===== src/hw/rtl/bpq_pkg.sv =====
// shared types, constants and codes of the bucket priority queue
package bpq_pkg;

  // default configuration
  localparam int NUM_KEYS_DEF   = 1024;
  localparam int POOL_DEPTH_DEF = 4096;
  localparam int VALUE_BITS_DEF = 16;

  // bitmap is searched one word of this many buckets per cycle
  localparam int SCAN_W   = 32;
  localparam int SCAN_LOG = 5;

  // result status codes
  typedef enum logic [1:0] {
    ST_OK    = 2'd0,
    ST_EMPTY = 2'd1,
    ST_RANGE = 2'd2,
    ST_FULL  = 2'd3
  } status_t;

  // controller states
  typedef enum logic [3:0] {
    S_IDLE,
    S_DECODE,
    S_PUSH_RD,
    S_PUSH_WR,
    S_SCAN,
    S_POP_HEAD,
    S_POP_ENTRY,
    S_POP_WR,
    S_FINISH
  } state_t;

  // commands from controller to datapath
  typedef struct packed {
    logic    load;
    logic    push_rd;
    logic    push_wr;
    logic    scan_step;
    logic    pop_head;
    logic    pop_entry;
    logic    pop_wr;
    logic    set_st;
    status_t st;
    logic    out_load;
  } bpq_cmd_t;

  // status from datapath to controller
  typedef struct packed {
    logic is_pop;
    logic key_bad;
    logic pool_full;
    logic no_items;
    logic scan_hit;
    logic out_busy;
  } bpq_stat_t;

endpackage


===== src/hw/rtl/bpq_ctrl.sv =====
// controller state machine of the bucket priority queue
module bpq_ctrl import bpq_pkg::*; (
  input  logic      clk,
  input  logic      rst,
  input  logic      in_valid,
  output logic      in_ready,
  input  bpq_stat_t stat,
  output bpq_cmd_t  cmd
);

  state_t state, state_next;

  // state register
  always_ff @(posedge clk) begin
    if (rst) begin
      state <= S_IDLE;
    end else begin
      state <= state_next;
    end
  end

  // next state
  always_comb begin
    state_next = state;
    case (state)
      S_IDLE: begin
        if (in_valid) state_next = S_DECODE;
      end
      S_DECODE: begin
        if (!stat.is_pop) begin
          if (stat.key_bad || stat.pool_full) state_next = S_FINISH;
          else state_next = S_PUSH_RD;
        end else begin
          if (stat.no_items) state_next = S_FINISH;
          else state_next = S_SCAN;
        end
      end
      S_PUSH_RD:   state_next = S_PUSH_WR;
      S_PUSH_WR:   state_next = S_FINISH;
      S_SCAN: begin
        if (stat.scan_hit) state_next = S_POP_HEAD;
      end
      S_POP_HEAD:  state_next = S_POP_ENTRY;
      S_POP_ENTRY: state_next = S_POP_WR;
      S_POP_WR:    state_next = S_FINISH;
      S_FINISH: begin
        if (!stat.out_busy) state_next = S_IDLE;
      end
      default:     state_next = S_IDLE;
    endcase
  end

  // command outputs
  always_comb begin
    cmd      = '0;
    cmd.st   = ST_OK;
    in_ready = 1'b0;
    case (state)
      S_IDLE: begin
        in_ready = 1'b1;
        cmd.load = in_valid;
      end
      S_DECODE: begin
        if (!stat.is_pop) begin
          if (stat.key_bad) begin
            cmd.set_st = 1'b1;
            cmd.st     = ST_RANGE;
          end else if (stat.pool_full) begin
            cmd.set_st = 1'b1;
            cmd.st     = ST_FULL;
          end
        end else if (stat.no_items) begin
          cmd.set_st = 1'b1;
          cmd.st     = ST_EMPTY;
        end
      end
      S_PUSH_RD:   cmd.push_rd = 1'b1;
      S_PUSH_WR: begin
        cmd.push_wr = 1'b1;
        cmd.set_st  = 1'b1;
      end
      S_SCAN:      cmd.scan_step = 1'b1;
      S_POP_HEAD:  cmd.pop_head = 1'b1;
      S_POP_ENTRY: cmd.pop_entry = 1'b1;
      S_POP_WR: begin
        cmd.pop_wr = 1'b1;
        cmd.set_st = 1'b1;
      end
      S_FINISH:    cmd.out_load = !stat.out_busy;
      default:     cmd = '0;
    endcase
  end

endmodule


===== config.mk =====
export PLATFORM = sky130hd
export DESIGN_NAME = bpq_ctrl
export DESIGN_NICKNAME = d
export VERILOG_FILES = /design/src/hw/rtl/bpq_pkg.sv /design/src/hw/rtl/bpq_ctrl.sv
export SDC_FILE = /design/constraint.sdc
export NUM_CORES = 1
export LEC_CHECK = 0
export ABC_CLOCK_PERIOD_IN_PS = 1030
export BUFFER_PORTS_ARGS = -buffer_cell sky130_fd_sc_hd__buf_2
export CAP_MARGIN = 30
export CELL_PAD_IN_SITES_DETAIL_PLACEMENT = 0
export CELL_PAD_IN_SITES_GLOBAL_PLACEMENT = 1
export CORE_MARGIN = 10
export CORE_UTILIZATION = 23
export DETAILED_ROUTE_END_ITERATION = 6
export PLACE_DENSITY_LB_ADDON = 0.1
export SLEW_MARGIN = 20
export SYNTH_ARGS = -nofsm -noshare
export SYNTH_HDL_FRONTEND = slang
export SYNTH_SLANG_ARGS = --single-unit

===== constraint.sdc =====
create_clock -name clk -period 1.03 [get_ports clk]
set_input_delay 0.103 -clock clk [delete_from_list [all_inputs] [get_ports clk]]
set_output_delay 0.103 -clock clk [all_outputs]
set_load 0.01 [all_outputs]

==> results of run 1 <==
-- cell usage after synthesis (all sizes together) --
cell type	number
nor3	5
dfxtp	4
nor2	4
buf	3
inv	3
nand2b	3
nor2b	3
a2111oi	2
a21oi	2
nand2	2
o21ai	2
a211oi	1
a2bb2oi	1
a31oi	1
and2	1
nand4b	1
nor3b	1
nor4	1
nor4b	1
o22ai	1
-- timing repair --
action                     in CTS  in global routing
gates resized for setup        19                 14
setup endpoints to repair      15                 16
pin swaps                       6                  4
setup buffers                   3                  2
hold endpoints to repair        0                  0
-- worst max path at each step --
stage                                     start       to  slack [ps]
after global placement    state[0]$_SDFFE_PP0P_   cmd[0]        -130
after floorplan           state[0]$_SDFFE_PP0P_  cmd[10]         -30
after detailed placement  state[0]$_SDFFE_PP0P_   cmd[0]        -120
after CTS                 state[2]$_SDFFE_PP0P_  cmd[10]        -320
after global routing      state[2]$_SDFFE_PP0P_  cmd[10]        -340
final                     state[2]$_SDFFE_PP0P_  cmd[10]        -310
-- through the flow --
step | TNS, ps | setup WS [ps] | util
after global routing | -3665 | -344.1 | 0.5263
after detailed placement | -1098 | -118.9 | 0.3912
after floorplan | -31.94 | -27.59 | -
after global placement | -1050 | -132.9 | 0.3912
final | -2751 | -310.4 | 0.5263
after CTS | -3320 | -324.0 | 0.4737
-- kinds of logic (layout without fill, tap and decap cells) --
group,Yosys count,in the layout,share of synthesized area
AOI/OAI and AO/OA,10,10,0.2180
and+or+nand+nor,22,22,0.4173
buffers and inverters,6,41,0.1241
DFF,4,4,0.2406
-- layer usage --
layer,vias up,routed length (um),GRT usage,part of all wire
met5,-,0,0,0
met4,0,21,0.06040,0.018
met3,2,104,0.03268,0.089
met2,19,526,0.1058,0.45
met1,184,514,0.07527,0.44
li1,226,-,-,-
-- power by group through the flow --
| stage | combinational (mW) | clock (mW) | sequential, mW |
|---|---|---|---|
| 3_5_place_dp | 0.179 | 0 | 0.179 |
| 3_3_place_gp | 0.181 | 0 | 0.179 |
| 6_report | 0.225 | 0.197 | 0.177 |
| 5_1_grt | 0.245 | 0.209 | 0.178 |
| 2_1_floorplan | 0.110 | 0 | 0.172 |
| 4_1_cts | 0.211 | 0.204 | 0.176 |
-- area by class of cell --
cell class | instances | area [um2] | area share
Inverter | 3 | 11.26 | 0.01604
Multi-Input combinational cell | 32 | 304.0 | 0.4332
Clock buffer | 3 | 22.52 | 0.03209
Timing Repair Buffer | 35 | 252.7 | 0.3601
Sequential cell | 4 | 92.59 | 0.1319
Tap cell | 15 | 18.77 | 0.02674
-- critical path, delay by kind of cell, from the launching register on --
family / cells / cell delay [ps]
simple gates: 2 / 410
flops: 1 / 350
buf+inv: 2 / 240
==> results.json, run 1 <==
{
  "n_fill_cell": 130,
  "die_y_um": 58.04,
  "h-tree-depth": 1,
  "min_period_ps": 1340,
  "synth_nets": 51,
  "top_register": "state",
  "worst_pin_slew_ps": 313.4,
  "p_leak_nw": 0.3262,
  "p_per_area_nw_per_um2": 852.3,
  "r2r_setup_slack_ps": -60,
  "layout.nets": 88,
  "worstHoldStart": "rst",
  "total_power_uw": 598.2,
  "final_common_cell": "buf_2",
  "crit_slowest_cell": "dfxtp_4",
  "cts_buffer_depth": 2,
  "gp_congestion": 0.6800,
  "cts_tree": "built",
  "holdWs_ps": 82.69,
  "clkLatencyLatePin_ps": 240,
  "postRouteAntennaNets": 0,
  "r2r_end": "state[0]$_SDFFE_PP0P_",
  "firstDrtPassIters": 2,
  "synth_seq_cells": 4,
  "clk_pin_slew_ps": 40,
  "crit_type": "flip-flop to output pin",
  "hold_depth": 2,
  "startpoint_type": "flip-flop",
  "syn2layout_area_growth_pct": 110.9,
  "ys_warn_count": 0,
  "remaining_drc_errors": 0,
  "ir_drop_mv": 0.4053,
  "final_cells": 92,
  "grt_setup_unrepaired": "true",
  "slew_headroom": 0.7857,
  "crit_chain": "buf_6 -> nor4_4 -> and2_1 -> buf_2",
  "ys_top_cells_by_area": "dfxtp_1 (24%), nor3_1 (7.5%), buf_6 (6.8%)",
  "setup_ws_ps": -310.4,
  "seq_power_share": 0.295,
  "io_buffer_count": 20,
  "die_x_um": 58.04,
  "place_area_um2": 521.8,
  "viasPerCell": 4.685,
  "dpl.cell_count": 84,
  "antenna_found_initial": 0,
  "pwr-share-comb": 0.376,
  "n_antenna_cell": 0,
  "reg2regPathDepth": 4,
  "finalCritPeriodShare": 1.301,
  "violations": "setup timing",
  "internal_power_uw": 418.7,
  "rows": 13,
  "post-synth-top-area-fraction": 0.2406,
  "syn_area_um2": 332.8,
  "finalInstanceArea_um2": 701.9,
  "ys_seq_area_frac": 0.2406,
  "syn-instance-count": 42,
  "critPathMaxStageDelay_ps": 350,
  "top_regs": "state x4",
  "wire_per_inst_um": 12.68,
  "cp-end-kind": "output pin",
  "layout_common_cells": "buf_2 (19), buf_6 (10), buf_4 (6)",
  "status": "complete, but fails checks",
  "grt_util_all_layers": 0.07146,
  "required_ps": 930,
  "p_sw_frac": 0.3002,
  "drive_gt1_frac": 0.7792,
  "clkPwrFrac": 0.329,
  "finClkSkew_ps": 3.204,
  "core_um2": 1334,
  "dp_hpwl_um": 903.7,
  "fmax_mhz": 746.1,
  "largest_reg_flops": 4,
  "synth_area_leader_cell": "dfxtp_1",
  "cp_max_fo": 3,
  "hold_viol_final": 0,
  "grt_pass1_vias": 450,
  "hold_buffers": 0,
  "min_to": "state[3]$_SDFFE_PP0P_",
  "rr_startpoint": "state[2]$_SDFFE_PP0P_",
  "arrival_ps": 1240,
  "grt_max_degree": 9,
  "clock_sinks": 4,
  "syn_area_per_cell_um2": 7.924,
  "finalSetupViolCount": 14,
  "hp-class": "input pin to flip-flop",
  "switchingPower_uw": 179.6,
  "grt_pass1_wl_um": 1945,
  "pin_count": 21,
  "cts-buffers-inserted": 3,
  "ys_types": 25,
  "drtIter0Drc": 4,
  "totalWireLength_um": 1167,
  "dieArea_um2": 3369,
  "cap_violations": 0,
  "final_max_slew_viol_count": 0,
  "cts_root_buf": "clkbuf_4",
  "floorplan.initialDensity": 0.2495,
  "gr-total-overflow": 0,
  "vias": 431
}
Power figures use the tool's default switching activity.
==> run 2: changes to the inputs <==
Settings changed: CTS_CLUSTER_DIAMETER from default to 200, SETUP_SLACK_MARGIN from default to 0.5.
==> run 2 against run 1 <==
  * The run still ends with setup timing left
  * Largest cell class unchanged
  * Clock-buffer cell count unchanged
  * Global-route usage up 0.48 points
  * Largest power group unchanged
  * Combinational power down 4%
  * Total power down 1.2%
==> results.json, run 2 (synthesized netlist as in run 1, its figures left out) <==
{
  "finalSetupViolCount": 14,
  "crit_top_cell": "buf_6",
  "h-tree-depth": 1,
  "die_x_um": 58.04,
  "p_per_area_nw_per_um2": 862.1,
  "wire_per_inst_um": 13.56,
  "slew_headroom": 0.7939,
  "gp_congestion": 0.7052,
  "top_register": "state",
  "cp_max_fo": 5,
  "p_leak_nw": 0.3065,
  "firstDrtPassIters": 3,
  "fmax_mhz": 758.8,
  "die_y_um": 58.04,
  "crit_chain": "buf_6 -> nor4_4 -> and2_4 -> buf_6",
  "syn2layout_area_growth_pct": 106.0,
  "clkLatencyLatePin_ps": 230,
  "final_cells": 88,
  "finClkSkew_ps": 5.395,
  "min_period_ps": 1318,
  "clock_sinks": 4,
  "setup_ws_ps": -287.8,
  "clk_pin_slew_ps": 40,
  "dieArea_um2": 3369,
  "grt_max_degree": 9,
  "layout_common_cells": "buf_2 (16), buf_6 (10), buf_4 (5)",
  "postRouteAntennaNets": 0,
  "layout.nets": 84,
  "cts_tree": "built",
  "arrival_ps": 1210,
  "violations": "setup timing",
  "gr-total-overflow": 0,
  "setup_tns_ps": -2714,
  "grt_pass1_vias": 450,
  "hp-class": "input pin to flip-flop",
  "final_util": 0.5141,
  "drtIter0Drc": 2,
  "vias": 422,
  "cts_root_buf": "clkbuf_4",
  "antenna_found_initial": 0,
  "r2r_setup_slack_ps": -70,
  "status": "complete, but fails checks",
  "n_antenna_cell": 0,
  "cp-end-kind": "output pin",
  "hold_buffers": 0,
  "core_um2": 1334,
  "finalCritPeriodShare": 1.279,
  "dpl.cell_count": 81,
  "crit_slowest_cell": "dfxtp_4",
  "final_max_slew_viol_count": 0,
  "grt_util_all_layers": 0.07622,
  "cts-buffers-inserted": 3,
  "rows": 13,
  "cap_violations": 0,
  "totalWireLength_um": 1193,
  "multiInputGateArea_um2": 307.8,
  "grt_setup_unrepaired": "true",
  "dp_hpwl_um": 936.8,
  "required_ps": 930,
  "critPathMaxStageDelay_ps": 360,
  "worst_pin_slew_ps": 301.3,
  "floorplan.initialDensity": 0.2495,
  "io_buffer_count": 20,
  "n_fill_cell": 137,
  "top_regs": "state x4",
  "viasPerCell": 4.795,
  "pin_count": 21,
  "largest_reg_flops": 4,
  "startpoint_type": "flip-flop",
  "hold_viol_final": 0,
  "drive_gt1_frac": 0.7671,
  "grt_pass1_wl_um": 2014,
  "final_common_cell": "buf_2",
  "remaining_drc_errors": 0,
  "seq_area_um2": 95.09,
  "cts_buffer_depth": 2,
  "crit_type": "flip-flop to output pin",
  "ir_drop_mv": 0.3785
}
-- run 2: changes by cell type in the layout (fill, tap and decap cells not counted), sizes merged --
cell,before,now
buf,35,31
-- run 2: what timing repair did --
action	4_1_cts	5_1_grt
gates resized for setup	15	7
pin swaps	8	6
setup buffers	1	3
endpoints found under the setup margin	16	16
-- run 2: final cells by class --
class / count / area share
clock buffers: 3 / 0.03285
inverters: 3 / 0.01642
multi-input cells: 32 / 0.4489
flip-flops and latches: 4 / 0.1387
well taps: 15 / 0.02737
repair buffers: 31 / 0.3358
-- run 2: path summary, 6_finish.rpt --
check,start,endpoint,cells past startpoint
min reg2reg,state[3]$_SDFFE_PP0P_,state[0]$_SDFFE_PP0P_,1
max reg2reg,state[0]$_SDFFE_PP0P_,state[1]$_SDFFE_PP0P_,4
max,state[2]$_SDFFE_PP0P_,cmd[10],4
min,rst,state[0]$_SDFFE_PP0P_,2
-- run 2: per-layer routing --
layer,track usage,vias up,share of wire
met3,0.02832,0,0.081
met4,0.07047,0,0
met1,0.08124,190,0.42
met2,0.1135,14,0.50
li1,-,218,-
met5,0,-,0
-- run 2: power by group --
part | internal [mW] | switching, mW
sequential | 0.161 | 0.0206
clock | 0.130 | 0.0634
combinational | 0.125 | 0.0912
total | 0.416 | 0.175
-- run 2: worst max-delay path, delay by kind of cell, from the launching register on --
family,cells,cell delay [ps]
buf+inv,2,210
flops,1,360
simple gates,2,410
-- run 2: per-stage QoR --
stage                     hold slack, ps  worst slack [ps]  cell area [um2]  power, mW
after floorplan                    168.3            -24.69            401.6     0.2974
after global placement             343.7            -173.3            543.0     0.3674
after detailed placement           333.3            -181.2            543.0     0.3658
after CTS                          75.16            -294.7            630.6     0.5913
after global routing               88.13            -329.0            685.7     0.6273
final                              85.66            -287.8            685.7     0.5911
